`src/rtl/c3k_pkg.sv`:
```
// Shared constants, types and helpers for the 3x3 fixed-kernel convolution core.
`timescale 1ns / 1ps
package c3k_pkg;

    localparam int PIX_W       = 16;
    localparam int CONV_W      = 19;
    localparam int ROW_W       = 12;
    localparam int COL_W       = 10;
    localparam int CFG_WIDTH_W = 11;
    localparam int CFG_HEIGHT_W = 13;
    localparam int APB_DATA_W  = 32;
    localparam int APB_ADDR_W  = 3;

    localparam int MAX_WIDTH   = 1024;
    localparam int MAX_HEIGHT  = 4096;
    localparam int MIN_DIM     = 3;
    localparam int LS_AW       = $clog2(MAX_WIDTH);

    localparam int QUEUE_DEPTH = 4;
    localparam int QPTR_W      = $clog2(QUEUE_DEPTH);
    localparam int QCNT_W      = $clog2(QUEUE_DEPTH + 1);

    localparam logic [CFG_WIDTH_W-1:0]  WIDTH_RESET  = CFG_WIDTH_W'(4);
    localparam logic [CFG_HEIGHT_W-1:0] HEIGHT_RESET = CFG_HEIGHT_W'(4);

    localparam logic REG_WIDTH  = 1'b0;
    localparam logic REG_HEIGHT = 1'b1;

    localparam int EMIT_N      = 4;
    localparam int EMIT_INNER  = 0;
    localparam int EMIT_RIGHT  = 1;
    localparam int EMIT_BOTTOM = 2;
    localparam int EMIT_CORNER = 3;

    typedef logic [EMIT_N-1:0] emit_mask_t;

    typedef struct packed {
        logic signed [CONV_W-1:0] conv;
        logic [ROW_W-1:0]         row;
        logic [COL_W-1:0]         col;
        emit_mask_t               mask;
    } job_t;

    function automatic logic signed [CONV_W-1:0] sext_pix(input logic signed [PIX_W-1:0] v);
        return CONV_W'(v);
    endfunction

endpackage

```
`src/rtl/c3k_back.sv`:
```
// Back end: expands each job into its results and holds them in the output register.
`timescale 1ns / 1ps
module c3k_back (
    input  logic                               aclk,
    input  logic                               aresetn,
    input  c3k_pkg::job_t                      head,
    input  logic                               head_valid,
    output logic                               pop,
    output logic                               m_valid,
    input  logic                               m_ready,
    output logic signed [c3k_pkg::CONV_W-1:0]  m_conv_value,
    output logic [c3k_pkg::ROW_W-1:0]          m_out_row,
    output logic [c3k_pkg::COL_W-1:0]          m_out_col,
    output logic                               m_last_of_item,
    output logic                               m_last_of_frame
);
    import c3k_pkg::*;

    job_t                     job_reg;
    emit_mask_t               rem_reg, rem_next;
    emit_mask_t               sel;
    emit_mask_t               rem_after;
    logic                     work_valid;
    logic                     out_free;
    logic                     emit;

    logic                     m_valid_reg, m_valid_next;
    logic signed [CONV_W-1:0] conv_reg;
    logic [ROW_W-1:0]         row_reg;
    logic [COL_W-1:0]         col_reg;
    logic                     last_item_reg;
    logic                     last_frame_reg;

    assign work_valid = (rem_reg != '0);
    assign sel        = rem_reg & (~rem_reg + EMIT_N'(1));
    assign rem_after  = rem_reg & ~sel;
    assign out_free   = !m_valid_reg || m_ready;
    assign emit       = work_valid && out_free;
    assign pop        = head_valid && (!work_valid || (emit && (rem_after == '0)));

    always_comb begin
        rem_next = rem_reg;
        if (pop) begin
            rem_next = head.mask;
        end else if (emit) begin
            rem_next = rem_after;
        end
    end

    always_comb begin
        m_valid_next = m_valid_reg;
        if (emit) begin
            m_valid_next = 1'b1;
        end else if (m_ready) begin
            m_valid_next = 1'b0;
        end
    end

    always_ff @(posedge aclk) begin
        if (!aresetn) begin
            rem_reg     <= '0;
            m_valid_reg <= 1'b0;
        end else begin
            rem_reg     <= rem_next;
            m_valid_reg <= m_valid_next;
        end
    end

    always_ff @(posedge aclk) begin
        if (pop) begin
            job_reg <= head;
        end
        if (emit) begin
            conv_reg       <= sel[EMIT_INNER] ? job_reg.conv : '0;
            row_reg        <= (sel[EMIT_INNER] || sel[EMIT_RIGHT]) ? job_reg.row - ROW_W'(1)
                            : job_reg.row;
            col_reg        <= (sel[EMIT_INNER] || sel[EMIT_BOTTOM]) ? job_reg.col - COL_W'(1)
                            : job_reg.col;
            last_item_reg  <= (rem_after == '0);
            last_frame_reg <= sel[EMIT_CORNER];
        end
    end

    assign m_valid         = m_valid_reg;
    assign m_conv_value    = conv_reg;
    assign m_out_row       = row_reg;
    assign m_out_col       = col_reg;
    assign m_last_of_item  = last_item_reg;
    assign m_last_of_frame = last_frame_reg;

endmodule

```
`config.mk`:
```
export PLATFORM = sky130hd
export DESIGN_NAME = c3k_back
export DESIGN_NICKNAME = d
export VERILOG_FILES = /design/src/rtl/c3k_pkg.sv /design/src/rtl/c3k_back.sv
export SDC_FILE = /design/constraint.sdc
export NUM_CORES = 1
export LEC_CHECK = 0
export BUFFER_PORTS_ARGS = -buffer_cell sky130_fd_sc_hd__buf_2
export CORE_MARGIN = 4
export CORE_UTILIZATION = 35
export CTS_CLUSTER_DIAMETER = 50
export DETAILED_ROUTE_END_ITERATION = 12
export MAX_ROUTING_LAYER = met4
export RECOVER_POWER = 50
export SETUP_SLACK_MARGIN = 0.1
export SLEW_MARGIN = 25
export SYNTH_ARGS = -nofsm -noshare
export SYNTH_HDL_FRONTEND = slang
export SYNTH_SLANG_ARGS = --single-unit
```
`constraint.sdc`:
```
create_clock -name aclk -period 4.05 [get_ports aclk]
set_clock_uncertainty 0.05 [all_clocks]
set_input_delay 0.2025 -clock aclk [delete_from_list [all_inputs] [get_ports aclk]]
set_output_delay 0.2025 -clock aclk [all_outputs]
set_load 0.05 [all_outputs]
```
**Word-level counts from Yosys, hierarchy flattened**

Cells that the tools add are included.
Widths: inputs -> output; s select.

- Bits in registers: 89
- Logic and storage cells: 36

- Muxes and demuxes: 6
- Reductions and logical operators: 13
- Add/subtract/negate cells: 3
- Bitwise operators: 4

Operator list:

| kind | count |
|---|---|
| $mux 12 | 1 |
| $sub 12x1->12 const B | 1 |
| $mux 10 | 1 |
| $sub 10x1->10 const B | 1 |
| $and 4x4->4 | 2 |
| $mux 4 | 2 |
| $not 4->4 | 2 |
| $add 4x1->4 const B | 1 |
| $logic_not 4->1 | 1 |
| $logic_or 1x1->1 | 4 |
| $reduce_bool 2->1 | 2 |
| $reduce_bool 4->1 | 1 |
| $logic_and 1x1->1 | 3 |
| $logic_not 1->1 | 2 |
| $mux 1 | 2 |

**Depth between registers and ports, before layout**

Gate-level depths: netlist of the first run.

- Word-level depth: 10
- Mapped depth: 6

**Worst setup path before layout of the first run**

No wires, ideal clock.

- Path type: flip-flop to flip-flop
- Start: register rem_reg[0]
- End: register job_reg[10] (netlist bit) (enable)
- Data arrival time: 3.563 ns
- Setup slack: -0.039 ns
- Setup time: 0.476 ns
- Cell stages (with the launch flop): 6
- Data required time: 3.524 ns
- Period minus slack after synthesis: 4.089 ns
- Path buffers: 1
- Cells stage by stage: dfxtp_1 buf_6 or3_1 nor2_1 a21oi_1 nor2b_1

- Word-level cells in the longest chain between the ends: 9
- Elaborated cells between the ends (all ways): 12
- Classes of those cells: add/sub (1); bitwise (4); reduce/logical (7)

RTL lines:

| element | RTL line | RTL |
|---|---|---|
| from (decl) | c3k_back.sv:20 | `emit_mask_t rem_reg, rem_next;` |
| from (signal assigned) | c3k_back.sv:64 | `rem_reg <= rem_next;` |
| $not 4->4 | c3k_back.sv:35 | `assign sel = rem_reg & (~rem_reg + EMIT_N'(1));` |
| $add 4x1->4 | c3k_back.sv:35 |  |
| $and 4x4->4 | c3k_back.sv:35 |  |
| $not 4->4 | c3k_back.sv:36 | `assign rem_after = rem_reg & ~sel;` |
| $and 4x4->4 | c3k_back.sv:36 |  |
| $logic_not 4->1 | c3k_back.sv:39 | `assign pop = head_valid && (!work_valid \|\| (emit && (rem_after == '0)));` |
| $logic_and 1x1->1 | c3k_back.sv:39 |  |
| $logic_or 1x1->1 * | c3k_back.sv:39 |  |
| $logic_and 1x1->1 * | c3k_back.sv:39 |  |
| net pop | c3k_back.sv:8 | `output logic pop,` |
| to (signal assigned) | c3k_back.sv:71 | `job_reg <= head;` |
| to (decl) | c3k_back.sv:19 | `job_t job_reg;` |

Mark *: on every way through the listed nets, which the timed path passes. The rest lies on a longest branch.
A chain may end at the register's enable or synchronous reset.

**Worst setup path in the final report of the first run**

- Start: register rem_reg[0]
- End: output pop

- Word-level cells in the longest chain between the ends: 9
- Elaborated cells between the ends (all ways): 12
- Classes of those cells: add/sub (1); bitwise (4); reduce/logical (7)

RTL lines:

| element | RTL line |
|---|---|
| $not 4->4 | c3k_back.sv:35 |
| $add 4x1->4 | c3k_back.sv:35 |
| $and 4x4->4 | c3k_back.sv:35 |
| $not 4->4 | c3k_back.sv:36 |
| $and 4x4->4 | c3k_back.sv:36 |
| $logic_not 4->1 | c3k_back.sv:39 |
| $logic_and 1x1->1 | c3k_back.sv:39 |
| $logic_or 1x1->1 * | c3k_back.sv:39 |
| $logic_and 1x1->1 * | c3k_back.sv:39 |
| to (decl) | c3k_back.sv:8 |

Every way passes the cells marked *; elsewhere a longest branch is shown, timed or not.

==> out/metrics.cfg, run 1 <==
[sta]
worst_slack_ns = 0.921
holdWs_ns = 0.129
hold_viol = 0
fmax_mhz = 320
relSlewSlack_pct = 45.5
slew_viol_final = 0
post-route-period-util_pct = 77.3
setup_viol = 0
rsz0062_at_grt = false
tightest_slew_ns = 0.816
setup-tns-final_ns = 0
finalCriticalPeriod_ns = 3.13

[logic_synthesis]
yosys.area.top_type = edfxtp_1
synth_compound_area_share_pct = 2.73
synth_top_family_by_area = simple AND/OR/NAND/NOR gates
synth_top_area_share_pct = 75.4
avgSynthCellArea_um2 = 16.8
synth_top_cells_by_area = edfxtp_1 (75%), and2_1 (3.6%), dfxtp_1 (3.0%)
ys_types = 34
muxShareOfSynthArea_pct = 0.299
synthSimpleGateAreaFrac_pct = 11.4
synthAdderAreaFrac_pct = 1.05
syn_area_mm2 = 0.00334
synth_xor_area_share_pct = 4.71
mappedNetlistNets = 250
synthFlopType = edfxtp_1
synth-edff-count = 84
syn-instance-count = 199
yosysWarnings = 0
ys_seq_area_share_pct = 78.4
synthArstFlopShare_pct = 0
ys_ff_latch = 89

[min_path]
hp-class = in -> reg
min_to = rem_reg[1]
hold_depth = 3
min_from = head[1]

[cts]
cts_tree = done
clock_latency_ns = 0.34
cts_sinks = 89
clk_path_buf_depth = 2
cts.root.buffer_cell = clkbuf_8
path_clk_slew_ns = 0.08
cts_htree_levels = 3
numCtsBuffers = 9

[layout]
drive_gt1_share_pct = 20.7
multi_input_area_um2 = 684
seq_area_mm2 = 0.00262
nets = 394
n_antenna_cell = 0
largest_reg_flops = 41
n_fill_cell = 874
syn2layout_area_growth_pct = 37.3
layout.cells.non_filler = 477

[worst_setup_path]
cp-start-kind = flop
path_max_fanout = 28
worstRegToRegCells = 6
endpoint_kind = output pin
crit_required_ns = 3.80
critical_path_class = reg -> out
r2r_slack_ns = 1.21
worstReg2RegStart = rem_reg[0]
arrival_ns = 2.88
reg2reg_to = job_reg[16]

[detailed_routing]
dr_total_vias = 2062
drt_wl_total_um = 6370
wire_per_inst_um = 13.4
ant_nets = 0
post-route-drc-count = 0
viasPerCell = 4.32
drtIter0Drc = 67
firstDrtPassIters = 4

[global_route]
grt_pass1_wl_um = 10300
grtUsageTotal_pct = 12.4
grt_pass1_vias = 2140
antenna_found_initial = 0
grt_overflow = 0
grt_start_max_net_pins = 29

[power]
pwr-share-comb_pct = 18.9
pwr-share-seq_pct = 50.2
p_sw_share_pct = 28.8
cellPowerDensity_mw_per_mm2 = 509
p_clk_share_pct = 30.8
power_switching_uw = 672
leakage_nw = 1.70
ir_worst_vdd_mv = 0.215
internal_power_mw = 1.66

[floorplan]
rows = 35
die-area_mm2 = 0.0112
coreArea_mm2 = 0.00928
die_y_um = 106
initial_core_util_pct = 36.0
io_pins = 94
die_w_um = 106

[placement]
post-place-ws_ns = 1.15
numPortBuffers = 93
gp_routability_congestion = 0.799
dpl.cell_count = 420
dp_hpwl_um = 4440

[status]
status = finished, final reports clean

[run]
drv_cap = 0

==> cell type report <==
type | count | share of cell area (%)
sequential | 89 | 57.1
inverter | 6 | 0.490
timing repair buffer | 137 | 18.7
tap | 129 | 3.51
clock buffer | 11 | 3.08
clock inverter | 5 | 2.23
multi-input combinational | 100 | 14.9
==> kinds of logic after synthesis <==
logic type,after synthesis
flops,89
simple gates,64
xor+xnor,18
compound gates,14
buf+inv,10
fa+ha+maj,3
mux,1
==> metal layers <==
metal / part of all wire [%] / global-route usage [%]
met1: 41 / 14.2
met2: 49 / 20.2
met3: 6.7 / 3.25
met4: 2.9 / 5.92
met5: 0 / -
==> worst max path at each step <==
stage                     slack (ns)  cells after the start  startpoint         endpoint
final                           0.92                      6  rem_reg[0]              pop
after global routing            0.59                      6  rem_reg[0]              pop
after CTS                       0.83                      6  rem_reg[0]              pop
after detailed placement        1.15                      6  rem_reg[0]      job_reg[16]
after global placement          1.23                      6  rem_reg[0]      job_reg[17]
after floorplan                 1.02                      2     m_valid  m_conv_value[0]
==> power groups by stage <==
stage / registers [mW] / logic, mW / clock network, mW
2_1_floorplan: 1.41 / 0.0888 / 0
3_3_place_gp: 1.19 / 0.420 / 0
3_5_place_dp: 1.19 / 0.435 / 0
4_1_cts: 1.17 / 0.466 / 0.740
5_1_grt: 1.19 / 0.470 / 0.784
6_report: 1.17 / 0.442 / 0.721
==> Yosys cell counts, types with 2 or more instances <==
cell type and number:
a21oi_1 2, clkbuf_1 2, xnor2_1 7, xor2_1 11
nand3_1 6, nand2_1 5, nor3_2 3, or3_1 4
ha_1 2, o41ai_1 2, dfxtp_1 5, edfxtp_1 84
nor2_1 12, o211ai_1 3, inv_1 6, and2_1 19
o21ai_0 4, nor2b_1 3, nor4_1 4
==> critical path, stage by stage (launching register included) <==
cell and delay (ns):
dfxtp_1 0.36, buf_4 0.21, or3_1 0.44, nor2_1 0.28
a21oi_1 0.16, nor2b_4 0.68, buf_2 0.40
==> metrics by stage <==
stage          util (%)  instance area (um2)  power [mW]
2_1_floorplan         -                 3350        1.50
3_3_place_gp       42.9                 3980        1.61
3_5_place_dp       43.2                 4010        1.63
4_1_cts            50.2                 4660        2.38
5_1_grt            49.5                 4590        2.44
6_report           49.5                 4590        2.34
==> placed cells by master (no fill, tap or decap), types with 4 or more instances in the layout <==
cell type	n
nand3_1	6
buf_2	45
and2_1	16
or3_1	4
clkbuf_8	10
xnor2_1	7
nor4_1	4
inv_1	6
nor2_1	12
edfxtp_1	84
nand2_1	5
dfxtp_1	5
o21ai_0	4
xor2_1	11
clkbuf_1	48
dlygate4sd3_1	41
==> what timing repair did <==
item | CTS | global route
hold endpoints to repair | 41 | 0
setup endpoints to repair | 0 | 0
resized for setup | 0 | 0
setup buffers | 0 | 0
hold buffers | 41 | 0
Note: power is estimated with default switching activity, not from simulation.
==> run 2, diff against run 1 <==
clock period = 2.7 ns   (was 4.05 ns; I/O delays follow)
==> out/metrics.cfg, run 2 (synthesis results as in run 1) <==
[worst_setup_path]
endpoint_kind = output pin
cp-start-kind = flop
critical_path_class = reg -> out
arrival_ns = 2.19
path_max_fanout = 19
crit_required_ns = 2.52

[detailed_routing]
wire_per_inst_um = 12.8
viasPerCell = 4.23
post-route-drc-count = 0
firstDrtPassIters = 4
ant_nets = 0
dr_total_vias = 2028
drt_wl_total_um = 6160
drtIter0Drc = 59

[sta]
tightest_slew_ns = 0.882
setup-tns-final_ns = 0
setup_viol = 0
finalCriticalPeriod_ns = 2.38
post-route-period-util_pct = 88.1
holdWs_ns = 0.0319
fmax_mhz = 420
rsz0062_at_grt = false
slew_viol_final = 0
hold_viol = 0
relSlewSlack_pct = 41.2

[layout]
final_cell_mix = edfxtp_1 (84), clkbuf_1 (52), buf_2 (43)
n_fill_cell = 866
layout_commonest_cell = edfxtp_1
n_antenna_cell = 0
nets = 397
drive_gt1_share_pct = 19.9
largest_reg_flops = 41
syn2layout_area_growth_pct = 37.3

[power]
cellPowerDensity_mw_per_mm2 = 735
p_total_mw = 3.37
ir_worst_vdd_mv = 0.228
leakage_nw = 1.68

[floorplan]
initial_core_util_pct = 36.0
die_y_um = 106
coreArea_mm2 = 0.00928
io_pins = 94
die-area_mm2 = 0.0112
rows = 35
die_w_um = 106

[global_route]
grt_pass1_wl_um = 9780
antenna_found_initial = 0
grt_pass1_vias = 2062
grtUsageTotal_pct = 11.7
grt_overflow = 0
grt_start_max_net_pins = 25

[status]
status = finished, final reports clean

[min_path]
hp-class = in -> reg

[placement]
dp_hpwl_um = 4340
gp_routability_congestion = 0.827
numPortBuffers = 93

[cts]
clock_latency_ns = 0.33
cts_htree_levels = 3
numCtsBuffers = 9
path_clk_slew_ns = 0.08
cts_sinks = 89
clk_path_buf_depth = 2
cts_tree = done
cts.root.buffer_cell = clkbuf_8

[run]
drv_cap = 0

==> run 2: worst max-delay path: stages (launching register included) <==
cell     delay [ns]
dfxtp_1        0.34
or3_1          0.42
nor2_1         0.27
a21oi_1        0.18
nor2b_4        0.19
buf_12         0.17
buf_2          0.27
==> run 2: repair_timing <==
action | 4_1_cts | 5_1_grt
gates resized for setup | 0 | 0
hold endpoints to repair | 42 | 0
hold buffers | 42 | 0
setup buffers | 1 | 0
endpoints found under the setup margin | 1 | 0
==> run 2: stage by stage <==
step	worst slack, ns	util, %	cells	cell area [um2]
5_1_grt	0.0978	49.5	480	4590
4_1_cts	0.250	50.3	480	4670
3_5_place_dp	0.444	43.4	421	4030
6_report	0.321	49.5	480	4590
3_3_place_gp	0.514	43.1	420	4000
2_1_floorplan	0.247	-	199	3350
==> run 2: layout make-up <==
| type | count | area (um2) | area share [%] |
|---|---|---|---|
| sequential | 89 | 2620 | 57.1 |
| timing repair buffer | 140 | 890 | 19.4 |
| multi-input combinational | 100 | 684 | 14.9 |
| tap | 129 | 161 | 3.51 |
| clock buffer | 11 | 131 | 2.86 |
| clock inverter | 5 | 80.1 | 1.74 |
| inverter | 6 | 22.5 | 0.490 |
==> run 2: final timing paths <==
| kind | start | to | slack [ns] | cells after the start |
|---|---|---|---|---|
| setup / recovery | rem_reg[0] | pop | 0.32 | 6 |
| hold / removal | head[0] | rem_reg[0] | 0.03 | 3 |
| setup reg to reg | rem_reg[0] | m_out_col[9] | 0.34 | 4 |
| hold reg to reg | rem_reg[2] | rem_reg[2] | 0.47 | 2 |
==> run 2: per-layer routing <==
metal	vias up	GRT usage [%]	share of wire [%]
met5	-	-	0
li1	1031	-	-
met4	0	5.00	1.5
met3	8	3.06	5.0
met2	68	18.7	50
met1	921	14.0	44
==> run 2: report_power, final <==
group	internal, mW	total (mW)	switching [mW]
Combinational	0.165	0.672	0.508
Clock	0.520	0.947	0.427
Sequential	1.70	1.75	0.0550
Total	2.39	3.37	0.989
