`src/rtl/c3k_pkg.sv`:
```
// Shared constants, types and helpers for the 3x3 fixed-kernel convolution core.
`timescale 1ns / 1ps
package c3k_pkg;

    localparam int PIX_W       = 16;
    localparam int CONV_W      = 19;
    localparam int ROW_W       = 12;
    localparam int COL_W       = 10;
    localparam int CFG_WIDTH_W = 11;
    localparam int CFG_HEIGHT_W = 13;
    localparam int APB_DATA_W  = 32;
    localparam int APB_ADDR_W  = 3;

    localparam int MAX_WIDTH   = 1024;
    localparam int MAX_HEIGHT  = 4096;
    localparam int MIN_DIM     = 3;
    localparam int LS_AW       = $clog2(MAX_WIDTH);

    localparam int QUEUE_DEPTH = 4;
    localparam int QPTR_W      = $clog2(QUEUE_DEPTH);
    localparam int QCNT_W      = $clog2(QUEUE_DEPTH + 1);

    localparam logic [CFG_WIDTH_W-1:0]  WIDTH_RESET  = CFG_WIDTH_W'(4);
    localparam logic [CFG_HEIGHT_W-1:0] HEIGHT_RESET = CFG_HEIGHT_W'(4);

    localparam logic REG_WIDTH  = 1'b0;
    localparam logic REG_HEIGHT = 1'b1;

    localparam int EMIT_N      = 4;
    localparam int EMIT_INNER  = 0;
    localparam int EMIT_RIGHT  = 1;
    localparam int EMIT_BOTTOM = 2;
    localparam int EMIT_CORNER = 3;

    typedef logic [EMIT_N-1:0] emit_mask_t;

    typedef struct packed {
        logic signed [CONV_W-1:0] conv;
        logic [ROW_W-1:0]         row;
        logic [COL_W-1:0]         col;
        emit_mask_t               mask;
    } job_t;

    function automatic logic signed [CONV_W-1:0] sext_pix(input logic signed [PIX_W-1:0] v);
        return CONV_W'(v);
    endfunction

endpackage

```
`src/rtl/c3k_fifo.sv`:
```
// Short job queue between the front end and the result sequencer.
`timescale 1ns / 1ps
module c3k_fifo (
    input  logic                        aclk,
    input  logic                        aresetn,
    input  logic                        push,
    input  c3k_pkg::job_t               wr_job,
    input  logic                        pop,
    output c3k_pkg::job_t               head,
    output logic                        not_empty,
    output logic [c3k_pkg::QCNT_W-1:0]  count
);
    import c3k_pkg::*;

    job_t              queue_mem [QUEUE_DEPTH];
    logic [QPTR_W-1:0] wr_ptr_reg, rd_ptr_reg;
    logic [QCNT_W-1:0] count_reg, count_next;
    logic              do_pop;

    assign not_empty = (count_reg != '0);
    assign do_pop    = pop && not_empty;
    assign head      = queue_mem[rd_ptr_reg];
    assign count     = count_reg;

    always_comb begin
        count_next = count_reg;
        if (push && !do_pop) begin
            count_next = count_reg + QCNT_W'(1);
        end else if (do_pop && !push) begin
            count_next = count_reg - QCNT_W'(1);
        end
    end

    always_ff @(posedge aclk) begin
        if (!aresetn) begin
            wr_ptr_reg <= '0;
            rd_ptr_reg <= '0;
            count_reg  <= '0;
        end else begin
            count_reg <= count_next;
            if (push) begin
                wr_ptr_reg <= (wr_ptr_reg == QPTR_W'(QUEUE_DEPTH - 1)) ? '0
                            : wr_ptr_reg + QPTR_W'(1);
            end
            if (do_pop) begin
                rd_ptr_reg <= (rd_ptr_reg == QPTR_W'(QUEUE_DEPTH - 1)) ? '0
                            : rd_ptr_reg + QPTR_W'(1);
            end
        end
    end

    always_ff @(posedge aclk) begin
        if (push) begin
            queue_mem[wr_ptr_reg] <= wr_job;
        end
    end

endmodule

```
`config.mk`:
```
export PLATFORM = sky130hd
export DESIGN_NAME = c3k_fifo
export DESIGN_NICKNAME = d
export VERILOG_FILES = /design/src/rtl/c3k_pkg.sv /design/src/rtl/c3k_fifo.sv
export SDC_FILE = /design/constraint.sdc
export NUM_CORES = 1
export LEC_CHECK = 0
export ABC_AREA = 1
export BUFFER_PORTS_ARGS = -buffer_cell sky130_fd_sc_hd__clkbuf_2
export CELL_PAD_IN_SITES_DETAIL_PLACEMENT = 1
export CELL_PAD_IN_SITES_GLOBAL_PLACEMENT = 2
export CORE_UTILIZATION = 29
export DETAILED_ROUTE_END_ITERATION = 7
export GPL_TIMING_DRIVEN = 1
export PLACE_DENSITY = 0.61
export SLEW_MARGIN = 30
export SYNTH_ARGS = -nofsm -noshare
export SYNTH_HDL_FRONTEND = slang
export SYNTH_SLANG_ARGS = --single-unit
```
`constraint.sdc`:
```
create_clock -name aclk -period 2.1 [get_ports aclk]
set_input_delay 0.42 -clock aclk [delete_from_list [all_inputs] [get_ports aclk]]
set_output_delay 0.42 -clock aclk [all_outputs]
set_load 0.01 [all_outputs]
```
* Word-level counts from Yosys, hierarchy flattened
Memory sizes are Yosys's and may differ from the RTL's. A register that Yosys moved wholly into a read port is not among the register bits.
Index checks and enable logic that the tools add are counted.
** Word-level totals
- Memories kept :: 1
- Bits in registers :: 7
- Memory bits (writable) :: 180
- Input bits :: 49
** Memories
- queue_mem :: depth 4, width 45, read ports 1, clocked after memory_dff 1, wr ports 1, RTL line c3k_fifo.sv:15 : job_t queue_mem [QUEUE_DEPTH];
** Cells by class
- Add/subtract/negate cells :: 4
- Equality and inequality tests :: 2
- Mux-type cells :: 8
- Reductions and logical operators :: 7
** Operators by type and width (count)
- $mux W2 :: 4
- $mux W3 :: 2
- $add A2 B1 Y2 const B :: 2
- $eq A2 B2 Y1 const B :: 2
- $add A3 B1 Y3 const B :: 1
- $logic_and A1 B1 Y1 :: 3
- $reduce_bool A3 Y1 :: 1
- $sub A3 B1 Y3 const B :: 1
- $logic_not A1 Y1 :: 2
- $mux W1 :: 2
- $reduce_bool A2 Y1 :: 1

* Logic depth before layout (Yosys ltp)
Gate-level depths: netlist (run 1).
- Word-level depth :: 5
- Gate-level depth with buffers :: 12

* Least setup slack after synthesis (run 1)
OpenSTA, ideal clock, no wires.
- Path kind :: reg-to-reg
- Start point :: register wr_ptr_reg[0]
- End point :: memory queue_mem[3][0] in the netlist's numbering, enable pin
- Clock period less this slack :: 1.871 ns
- Cell stages (with the launch flop) :: 4
- Path slack :: 0.229 ns
- Data arrival time :: 1.471 ns
- Data required time :: 1.701 ns
- Buffers on the path :: 0
- Path through :: dfxtp_1 ha_1 nand2_1 inv_1
** RTL lines
- from (decl) :: RTL line c3k_fifo.sv:16 : logic [QPTR_W-1:0] wr_ptr_reg, rd_ptr_reg;
- from (signal assigned) :: RTL line c3k_fifo.sv:42 : wr_ptr_reg <= (wr_ptr_reg == QPTR_W'(QUEUE_DEPTH - 1)) ? '0
- to (decl) :: RTL line c3k_fifo.sv:15
No word-level cell before the write port.

==> run summary, run 1 <==
Status -> complete, no violations
DRC -> 0
H-Tree Level Count -> 4
Die footprint -> 0.02573 mm²
Synthesized area -> 0.007277 mm²
Worst Tran Pin Value -> 408.1 ps
Antenna cells -> 0
Cells after Synth -> 498
DRT Pass-1 Iters -> 4
Worst Hold Depth -> 1
Syn. warnings -> 0
Clk slew on worst S/H paths -> 70 ps
Routed WL per cell -> 19.38 µm
Share of cells above drive strength 1 -> 27.29%
Tmin final -> 2049 ps
Final worst-path cycle share -> 97.59%
Static Leak -> 3.234 nW
Reg-to-Reg Start -> count[1]
Crit path buf inv count -> 3
RSZ-0062 raised after global routing -> yes
Initial core utilization -> 29.75%
Routed vias/inst -> 4.711
I/O Buffers -> 97
Max reg flops -> 180
Mean Syn Cell Area -> 14.61 µm²
Syn Nets -> 554
Site row count -> 57
Max-slew headroom -> 72.76%
Fmax -> 0.4879 GHz
CTS Buf Count -> 17
Number of max-cap violations -> 0
Register area share after synthesis -> 76.75%
Via count -> 4,461
Post-route non-filler standard cell count -> 947
Final hold violations -> 0
CTS root buf -> clkbuf_16
Post-route ant nets -> 0
Post-DP HPWL -> 10,220 µm
Hold Path Class -> primary input to register
GRT Total Usage -> 14.15%
Worst Min Path Start -> wr_job[5]
Crit path DAT -> 1630 ps
Die height -> 160.4 µm
Drt total wl -> 18,350 µm
Max Transition Viols Final -> 0
Worst path max stage delay -> 390 ps
Initial DRC count -> 166
CTS tree -> built
Vias in the first global route -> 4,665
DP Cell Count -> 905
Clk_lat worst skew -> 420 ps
Yosys cell types -> 23
Sink Count -> 189
Post-route cell area -> 0.009056 mm²
Largest net degree at the start of global routing -> 91
Area after DPL -> 0.008082 mm²
Final setup viols -> 0
CP Cell Sequence -> buf_8, clkbuf_16, o21ai_0, o22ai_2, clkbuf_2
Max Clock Skew -> 8.853 ps
Top delay family on crit path -> buffers and inverters
Yosys reg bits -> 189
Reg2Reg Setup Slack -> 280 ps
Worst setup SP type -> register
CTS Buffer Depth -> 2
GRT overflow -> 0
Total Nets Final -> 666
Slowest CP cell -> dfxtp_4
Area grow syn2layout -> 24.45%
First-pass GRT wire length -> 27,120 µm
Gpl congestion -> 0.6916
Core area -> 0.02446 mm²
Worst Path Required -> 1680 ps
Final worst setup slack -> 50.51 ps
CP Max Fanout -> 6
Die W -> 160.4 µm
Post-cts hold buffer count -> 0
WS Path Type -> register to output port
Worst reg2reg endpoint -> count[2]
Initial antenna violation count -> 0
DP Worst Slack -> 296.2 ps
Worst Hold Endpoint -> queue_mem[0][5]
Num ports -> 98
Critical path endpoint category -> output port
Max VDD drop -> 621.6 µV
Power density cells -> 1241 mW/mm²
Reg2Reg Depth -> 12
## metrics by stage
stage / hold WS, ps / TNS (ps) / power [mW] / utilization, %
5_1_grt: 194.5 / -104.1 / 11.83 / 37.02
2_1_floorplan: 482.7 / 0 / 6.421 / -
3_3_place_gp: 505.6 / 0 / 7.324 / 33.04
6_report: 209.3 / 0 / 11.24 / 37.02
3_5_place_dp: 524.5 / 0 / 7.402 / 33.04
4_1_cts: 187.1 / -89.83 / 11.12 / 36.26
## synthesized netlist by cell type, drive strengths merged
cell type | n | area [µm²]
buf | 28 | 309.1
a21oi | 3 | 15.01
o22ai | 45 | 281.5
edfxtp | 180 | 5405
nand2 | 13 | 48.80
nand4 | 1 | 6.260
inv | 15 | 68.82
xor2 | 1 | 8.760
nor3 | 1 | 5.000
ha | 6 | 75.07
dfxtp | 9 | 180.2
fa | 1 | 20.02
clkinv | 1 | 5.000
o21ai | 92 | 460.4
nor2 | 100 | 375.4
nand3b | 1 | 7.510
nand3 | 1 | 5.000
## layout make-up
class	count	area, µm²
repair inverters	1	30.03
repair buffers	120	928.4
clock buffers	18	429.2
fillers	2526	15410
multi-input cells	265	1371
flip-flops and latches	189	5593
clock inverters	14	205.2
well taps	324	405.4
inverters	16	93.84
## power breakdown
group	switching, mW	internal, mW
Sequential	0.112	4.35
Combinational	2.03	1.31
Clock	1.42	2.02
## what timing repair did
item                                    4_1_cts  5_1_grt
pin swaps                                     0        5
gates cloned                                  2        4
endpoints found under the setup margin       28       42
setup buffers                                 2        3
gates resized for setup                      18       25
## layer usage
layer	global-route usage, %	routed length [µm]	vias to the layer above	share of wire, %
met5	0	0	-	0
met4	3.896	180	0	0.98
met3	3.616	714	10	3.9
met2	23.69	9036	75	49
met1	18.11	8419	2294	46
li1	-	-	2082	-
## cells by family (layout without fill, tap and decap cells)
| family | after synthesis | after routing | synth area share (%) |
|---|---|---|---|
| DFF | 189 | 189 | 76.75 |
| adders and majority gates | 7 | 7 | 1.307 |
| buffers and inverters | 44 | 169 | 5.262 |
| AOI/OAI and AO/OA | 140 | 140 | 10.40 |
| and+or+nand+nor | 117 | 117 | 6.155 |
| xor gates and xnor gates | 1 | 1 | 0.1204 |
## layout by cell type (no fill, tap or decap), types with 2 or more instances in the layout
| master | synthesis | layout |
|---|---|---|
| clkbuf_16 | 0 | 20 |
| o22ai_2 | 0 | 10 |
| buf_2 | 8 | 8 |
| buf_16 | 0 | 2 |
| inv_1 | 14 | 10 |
| inv_2 | 0 | 4 |
| inv_6 | 0 | 6 |
| clkinv_16 | 0 | 2 |
| a21oi_1 | 3 | 3 |
| o21ai_1 | 60 | 64 |
| nor2_1 | 100 | 100 |
| ha_1 | 6 | 6 |
| o22ai_1 | 45 | 35 |
| edfxtp_1 | 180 | 180 |
| nand2_1 | 13 | 13 |
| clkinvlp_4 | 0 | 2 |
| buf_4 | 4 | 3 |
| bufinv_16 | 0 | 4 |
| dfxtp_4 | 0 | 2 |
| clkinv_4 | 0 | 2 |
| dfxtp_1 | 9 | 7 |
| clkbuf_2 | 0 | 89 |
| buf_8 | 4 | 2 |
| buf_12 | 5 | 13 |
| o21ai_0 | 32 | 28 |
## how the worst max path moves through the flow
stage / from / end / cells after the start
final: register / head[32] / 5
after global routing: register / head[33] / 6
after CTS: register / head[40] / 4
after detailed placement: count[0] / count[2] / 12
after global placement: register / head[43] / 5
after floorplan: wr_ptr_reg[0] / queue_mem[3][0] / 3
Note: power is estimated with default switching activity, not from simulation.
==> run 2, diff against run 1 <==
--- a/config.mk
+++ b/config.mk
@@ -9,10 +9,10 @@
 export BUFFER_PORTS_ARGS = -buffer_cell sky130_fd_sc_hd__clkbuf_2
 export CELL_PAD_IN_SITES_DETAIL_PLACEMENT = 1
 export CELL_PAD_IN_SITES_GLOBAL_PLACEMENT = 2
-export CORE_UTILIZATION = 29
+export CORE_UTILIZATION = 25
 export DETAILED_ROUTE_END_ITERATION = 7
 export GPL_TIMING_DRIVEN = 1
-export PLACE_DENSITY = 0.61
+export PLACE_DENSITY = 0.54
 export SLEW_MARGIN = 30
 export SYNTH_ARGS = -nofsm -noshare
 export SYNTH_HDL_FRONTEND = slang
==> run 2 against run 1 <==
- hold slack lost 3.5 ps
- setup slack worse by 11 ps
- cell count increased by 7.0%
- via count is 0.76% lower
- clock power decreased by 7.6%
- sequential power about the same
- largest cell class unchanged
==> run summary, run 2 (same netlist as run 1, synthesis figures left out) <==
Status -> complete, no violations
RSZ-0062 raised after global routing -> yes
CTS root buf -> clkbuf_16
Worst reg2reg endpoint -> count[2]
Overall Power -> 11.13 mW (-1.0%)
Routed vias/inst -> 4.370 (-7.2%)
Crit path buf inv count -> 4 (+1)
Power density cells -> 1217 mW/mm² (-1.9%)
Tmin final -> 2060 ps (+10.74 ps)
Num ports -> 98 (unchanged)
WS Path Type -> register to output port
Worst Tran Pin Value -> 401.5 ps (-6.545 ps)
Static Leak -> 3.249 nW (+0.47%)
Total negative slack -> 0 ps (unchanged)
Initial antenna violation count -> 0 (unchanged)
Fillers -> 3,073 (+22%)
Reg2Reg Setup Slack -> 260 ps (-20 ps)
Clk slew on worst S/H paths -> 70 ps (about the same)
Vias in the first global route -> 4,730 (+1.4%)
Initial core utilization -> 25.35% (-4.4 points)
CP Max Fanout -> 22 (+16)
Max Clock Skew -> 12.63 ps (+3.772 ps)
Drt total wl -> 19,150 µm (+4.3%)
CTS Buf Count -> 17 (unchanged)
Commonest non-fill, non-tap cells in the layout -> 180 x edfxtp_1, 94 x nor2_1, 87 x clkbuf_2
Die height -> 172.6 µm (+7.6%)
Area of the multi-input gates -> 0.001470 mm² (+7.2%)
Reg-to-Reg Start -> count[1]
Core area -> 0.02870 mm² (+17%)
Fmax -> 0.4854 GHz (-0.52%)
Final worst setup slack -> 39.77 ps (-10.74 ps)
First-pass GRT wire length -> 28,430 µm (+4.9%)
DP Worst Slack -> 256.9 ps (-39.27 ps)
CTS Buffer Depth -> 2 (unchanged)
H-Tree Level Count -> 4 (unchanged)
Slowest CP cell -> dfxtp_4
Share of cells above drive strength 1 -> 31.80% (+4.5 points)
Worst Hold Depth -> 1 (unchanged)
Clk_lat worst skew -> 430 ps (about the same)
Max-slew headroom -> 73.23% (+0.48 points)
Commonest non-fill, non-tap cell in the layout -> edfxtp_1
Die footprint -> 0.02979 mm² (+16%)
Largest net degree at the start of global routing -> 46 (-49%)
Routed WL per cell -> 18.90 µm (-2.5%)
DRC -> 0 (unchanged)
CTS tree -> built
Site row count -> 62 (+8.8%)
Sink Count -> 189 (unchanged)
GRT Total Usage -> 12.79% (-1.4 points)
Total Nets Final -> 672 (+0.90%)
Number of max-cap violations -> 0 (unchanged)
Final worst-path cycle share -> 98.11% (+0.51 points)
Worst Hold Endpoint -> queue_mem[2][24]
Worst path max stage delay -> 390 ps (about the same)
Worst Path Required -> 1680 ps (about the same)
I/O Buffers -> 97 (unchanged)
Final setup viols -> 0 (unchanged)
Initial DRC count -> 249 (+50%)
Gpl congestion -> 0.6872 (-0.64%)
Post-route ant nets -> 0 (unchanged)
Post-route cell area -> 0.009140 mm² (+0.93%)
CP Cell Sequence -> buf_12, buf_12, clkinv_16, o21ai_1, o22ai_1, buf_2
Via count -> 4,427 (-0.76%)
Post-DP HPWL -> 10,920 µm (+6.8%)
Area after DPL -> 0.008117 mm² (+0.43%)
Final hold violations -> 0 (unchanged)
Max VDD drop -> 501.4 µV (-19%)
Worst setup SP type -> register
Top delay family on crit path -> buffers and inverters
Crit-path most repeated cell -> buf_12
Reg2Reg Depth -> 12 (unchanged)
Critical path endpoint category -> output port
Antenna cells -> 0 (unchanged)
Layout Utilization -> 31.84% (-5.2 points)
Die W -> 172.6 µm (+7.6%)
Register area -> 0.005593 mm² (unchanged)
Hold Path Class -> primary input to register
GRT overflow -> 0 (unchanged)
Crit path DAT -> 1640 ps (about the same)
Max reg flops -> 180 (unchanged)
Area grow syn2layout -> 25.60%
Worst Min Path Start -> wr_job[24]
DRT Pass-1 Iters -> 5 (+1)
Max Transition Viols Final -> 0 (unchanged)
-- run 2: changes by cell type in the layout (fill, tap and decap cells not counted), sizes merged --
cell and delta:
clkinv +5, inv +1, clkbuf -3, buf +7
bufinv -3, clkinvlp -1
-- run 2: routing by layer --
layer  up-vias  track usage (%)  share of wire, %
met5         -                0                 0
met4         0            3.906               1.1
met3        14            2.770               2.7
met2        77            20.58                48
met1      2246            17.20                48
li1       2090                -                 -
-- run 2: how the worst max path moves through the flow --
stage                                  to  slack [ps]  cells after the start
after global placement           head[34]         290                      4
final                             head[6]          40                      6
after global routing             head[12]         -50                      6
after floorplan           queue_mem[3][0]         230                      3
after CTS                        head[19]         -10                      4
after detailed placement         head[34]         260                      4
-- run 2: through the flow --
| step | hold WS (ps) | std cells |
|---|---|---|
| 2_1_floorplan | 482.7 | 498 |
| 3_3_place_gp | 509.1 | 968 |
| 3_5_place_dp | 518.5 | 968 |
| 4_1_cts | 187.1 | 1005 |
| 5_1_grt | 190.1 | 1013 |
| 6_report | 205.8 | 1013 |
-- run 2: area by class of cell --
type	count	share of cell area, %
inverter	16	1.081
timing repair buffer	124	9.391
timing repair inverter	3	0.6023
clock buffer	18	4.695
multi-input combinational	265	16.08
tap	384	5.257
clock inverter	14	1.697
sequential	189	61.19
-- run 2: timing repair --
item	CTS	global route
hold buffers	0	0
setup endpoints to repair	45	42
gates resized for setup	19	52
pin swaps	1	5
setup buffers	3	4
cloned	2	4
-- run 2: power breakdown --
part,total (mW),switching (mW),internal [mW]
registers,4.47,0.129,4.35
clock network,3.18,1.50,1.69
logic,3.47,2.12,1.35
total,11.1,3.74,7.38
==> run 3, diff against run 2 <==
--- a/config.mk
+++ b/config.mk
@@ -9,10 +9,10 @@
 export BUFFER_PORTS_ARGS = -buffer_cell sky130_fd_sc_hd__clkbuf_2
 export CELL_PAD_IN_SITES_DETAIL_PLACEMENT = 1
 export CELL_PAD_IN_SITES_GLOBAL_PLACEMENT = 2
-export CORE_UTILIZATION = 25
+export CORE_UTILIZATION = 40
 export DETAILED_ROUTE_END_ITERATION = 7
 export GPL_TIMING_DRIVEN = 1
-export PLACE_DENSITY = 0.54
+export PLACE_DENSITY = 0.79
 export SLEW_MARGIN = 30
 export SYNTH_ARGS = -nofsm -noshare
 export SYNTH_HDL_FRONTEND = slang
==> run 3 against run 2 <==
- combinational power down 14%
- die area down 37%
- clock-buffer cell count up 1
- hold slack worse by 0.59 ps
- critical endpoint is now head[17]
- highest routed layer unchanged
==> run summary, run 3 (same netlist as run 1, synthesis figures left out) <==
Status -> complete, no violations
Reg2Reg Depth -> 8 (-4)
Final hold violations -> 0 (unchanged)
Crit path DAT -> 1640 ps (about the same)
GRT Total Usage -> 19.61% (+6.8 points)
RSZ-0062 raised after global routing -> yes
GRT overflow -> 0 (unchanged)
Fmax -> 0.4846 GHz (-0.15%)
Initial core utilization -> 41.50% (+16 points)
WS Path Type -> register to output port
Largest net degree at the start of global routing -> 46 (unchanged)
Via count -> 4,455 (+0.63%)
Max reg flops -> 180 (unchanged)
Overall Power -> 10.96 mW (-1.5%)
Static Leak -> 3.154 nW (-2.9%)
Combinational share of power -> 27.4% (-3.8 points)
Drt total wl -> 17,350 µm (-9.4%)
Max-slew headroom -> 75.04% (+1.8 points)
Met1 Use GR -> 24.75% (+7.6 points)
Max Clock Skew -> 7.863 ps (-4.763 ps)
Power density cells -> 1259 mW/mm² (+3.4%)
Sequential share of power -> 40.7% (+0.5 points)
Register area -> 0.005590 mm² (about the same)
Total Nets Final -> 661 (-1.6%)
Worst Min Path Start -> wr_job[8]
P_sw -> 3.406 mW (-9.1%)
Area of the multi-input gates -> 0.001324 mm² (-10%)
Met3 usage -> 4.111% (+1.3 points)
Area grow syn2layout -> 19.67%
Worst setup SP type -> register
Gr busiest metal -> met2
Critical path endpoint category -> output port
DRT Pass-1 Iters -> 4 (-1)
Vias in the first global route -> 4,668 (-1.3%)
WHS -> 205.2 ps (-0.5890 ps)
Routed WL per cell -> 20.56 µm (+8.8%)
CTS tree -> built
DRC -> 0 (unchanged)
Worst Path Required -> 1680 ps (about the same)
CTS Buf Count -> 17 (unchanged)
H-Tree Level Count -> 4 (unchanged)
Commonest non-fill, non-tap cells in the layout -> 180 x edfxtp_1, 99 x nor2_1, 97 x clkbuf_2
Clk_lat worst skew -> 430 ps (about the same)
CP Max Fanout -> 22 (unchanged)
Final worst setup slack -> 36.61 ps (-3.160 ps)
Core area -> 0.01754 mm² (-39%)
Worst reg2reg endpoint -> count[1]
DP Worst Slack -> 235.7 ps (-21.23 ps)
Initial antenna violation count -> 0 (unchanged)
Sink Count -> 189 (unchanged)
Share of cells above drive strength 1 -> 25.24% (-6.6 points)
I/O Buffers -> 97 (unchanged)
Post-cts hold buffer count -> 0 (unchanged)
Routed vias/inst -> 5.278 (+21%)
Initial DRC count -> 176 (-29%)
Reg-to-Reg Start -> count[0]
Total negative slack -> 0 ps (unchanged)
Post-DP HPWL -> 9839 µm (-9.9%)
Layout Utilization -> 49.66% (+18 points)
Worst Tran Pin Value -> 373.9 ps (-27.65 ps)
Worst Hold Endpoint -> queue_mem[1][8]
Hold Path Class -> primary input to register
Commonest non-fill, non-tap cell in the layout -> edfxtp_1
Num ports -> 98 (unchanged)
Clock power frac -> 31.9% (+3.3 points)
Post-route ant nets -> 0 (unchanged)
Sw Ratio -> 31.08% (-2.6 points)
Reg2Reg Setup Slack -> 270 ps (about the same)
Tmin final -> 2063 ps (+3.160 ps)
Clk slew on worst S/H paths -> 70 ps (about the same)
First-pass GRT wire length -> 26,420 µm (-7.1%)
Final worst-path cycle share -> 98.26% (+0.15 points)
Number of max-cap violations -> 0 (unchanged)
Die W -> 136.9 µm (-21%)
CTS root buf -> clkbuf_16
CTS Buffer Depth -> 2 (unchanged)
Global Route met2 Usage -> 33.31% (+13 points)
Max Transition Viols Final -> 0 (unchanged)
Final setup viols -> 0 (unchanged)
Gpl congestion -> 0.6976 (+1.5%)
Die height -> 136.9 µm (-21%)
Die footprint -> 0.01874 mm² (-37%)
Max VDD drop -> 789.5 µV (+57%)
Site row count -> 48 (-23%)
Fillers -> 1,777 (-42%)
Cell internal pwr -> 7.554 mW (+2.3%)
Worst Hold Depth -> 1 (unchanged)
[run 3: changes by cell type in the layout (fill, tap and decap cells not counted), moves of 8 or more]
cell	delta
o22ai_1	+13
clkbuf_2	+10
o22ai_2	-13
buf_4	-8
buf_2	-10
o21ai_1	+14
o21ai_2	-14
[run 3: layout make-up]
type / count / share of cell area [%]
antenna: 1 / 0.02874
clock buffer: 19 / 4.971
clock inverter: 13 / 2.414
inverter: 16 / 0.9339
multi-input combinational: 265 / 15.20
sequential: 189 / 64.20
tap: 225 / 3.233
timing repair buffer: 114 / 8.606
timing repair inverter: 2 / 0.4167
[run 3: power by group through the flow]
stage               sequential [mW]  combinational, mW  clock [mW]
floorplan                      4.50               1.92           0
global placement               4.56               2.66           0
detailed placement             4.57               2.74           0
CTS                            4.47               3.03        3.56
global route                   4.49               3.30        3.68
finish                         4.46               3.00        3.49
[run 3: worst max-delay path by stage]
stage | end | startpoint | cells past startpoint
after global placement | head[44] | register | 4
after detailed placement | head[44] | register | 4
after CTS | head[28] | register | 5
after global routing | head[11] | register | 5
after floorplan | queue_mem[3][0] | wr_ptr_reg[0] | 3
final | head[17] | register | 5
[run 3: per-layer routing]
layer | vias to the layer above | wire length (µm) | share of wire (%)
met2 | 100 | 8864 | 51
met3 | 16 | 797 | 4.6
met5 | - | 0 | 0
met1 | 2268 | 7465 | 43
met4 | 0 | 225 | 1.3
li1 | 2071 | - | -
[run 3: critical path, cell delays in order (launching register included)]
cell,delay (ps)
dfxtp_4,420
buf_12,190
clkinv_8,160
o21ai_1,190
o22ai_1,110
clkbuf_2,140
[run 3: what timing repair did]
item                       in CTS  in global routing
pin swaps                       0                  0
resized for setup              10                  5
cloned                          3                  0
buffers inserted                3                  0
setup endpoints to repair      45                 22
[run 3: through the flow]
| step | cells | instance area, µm² |
|---|---|---|
| 6_report | 844 | 8708 |
| 5_1_grt | 843 | 8706 |
| 2_1_floorplan | 498 | 7277 |
| 3_3_place_gp | 805 | 7925 |
| 3_5_place_dp | 805 | 7925 |
| 4_1_cts | 843 | 8683 |
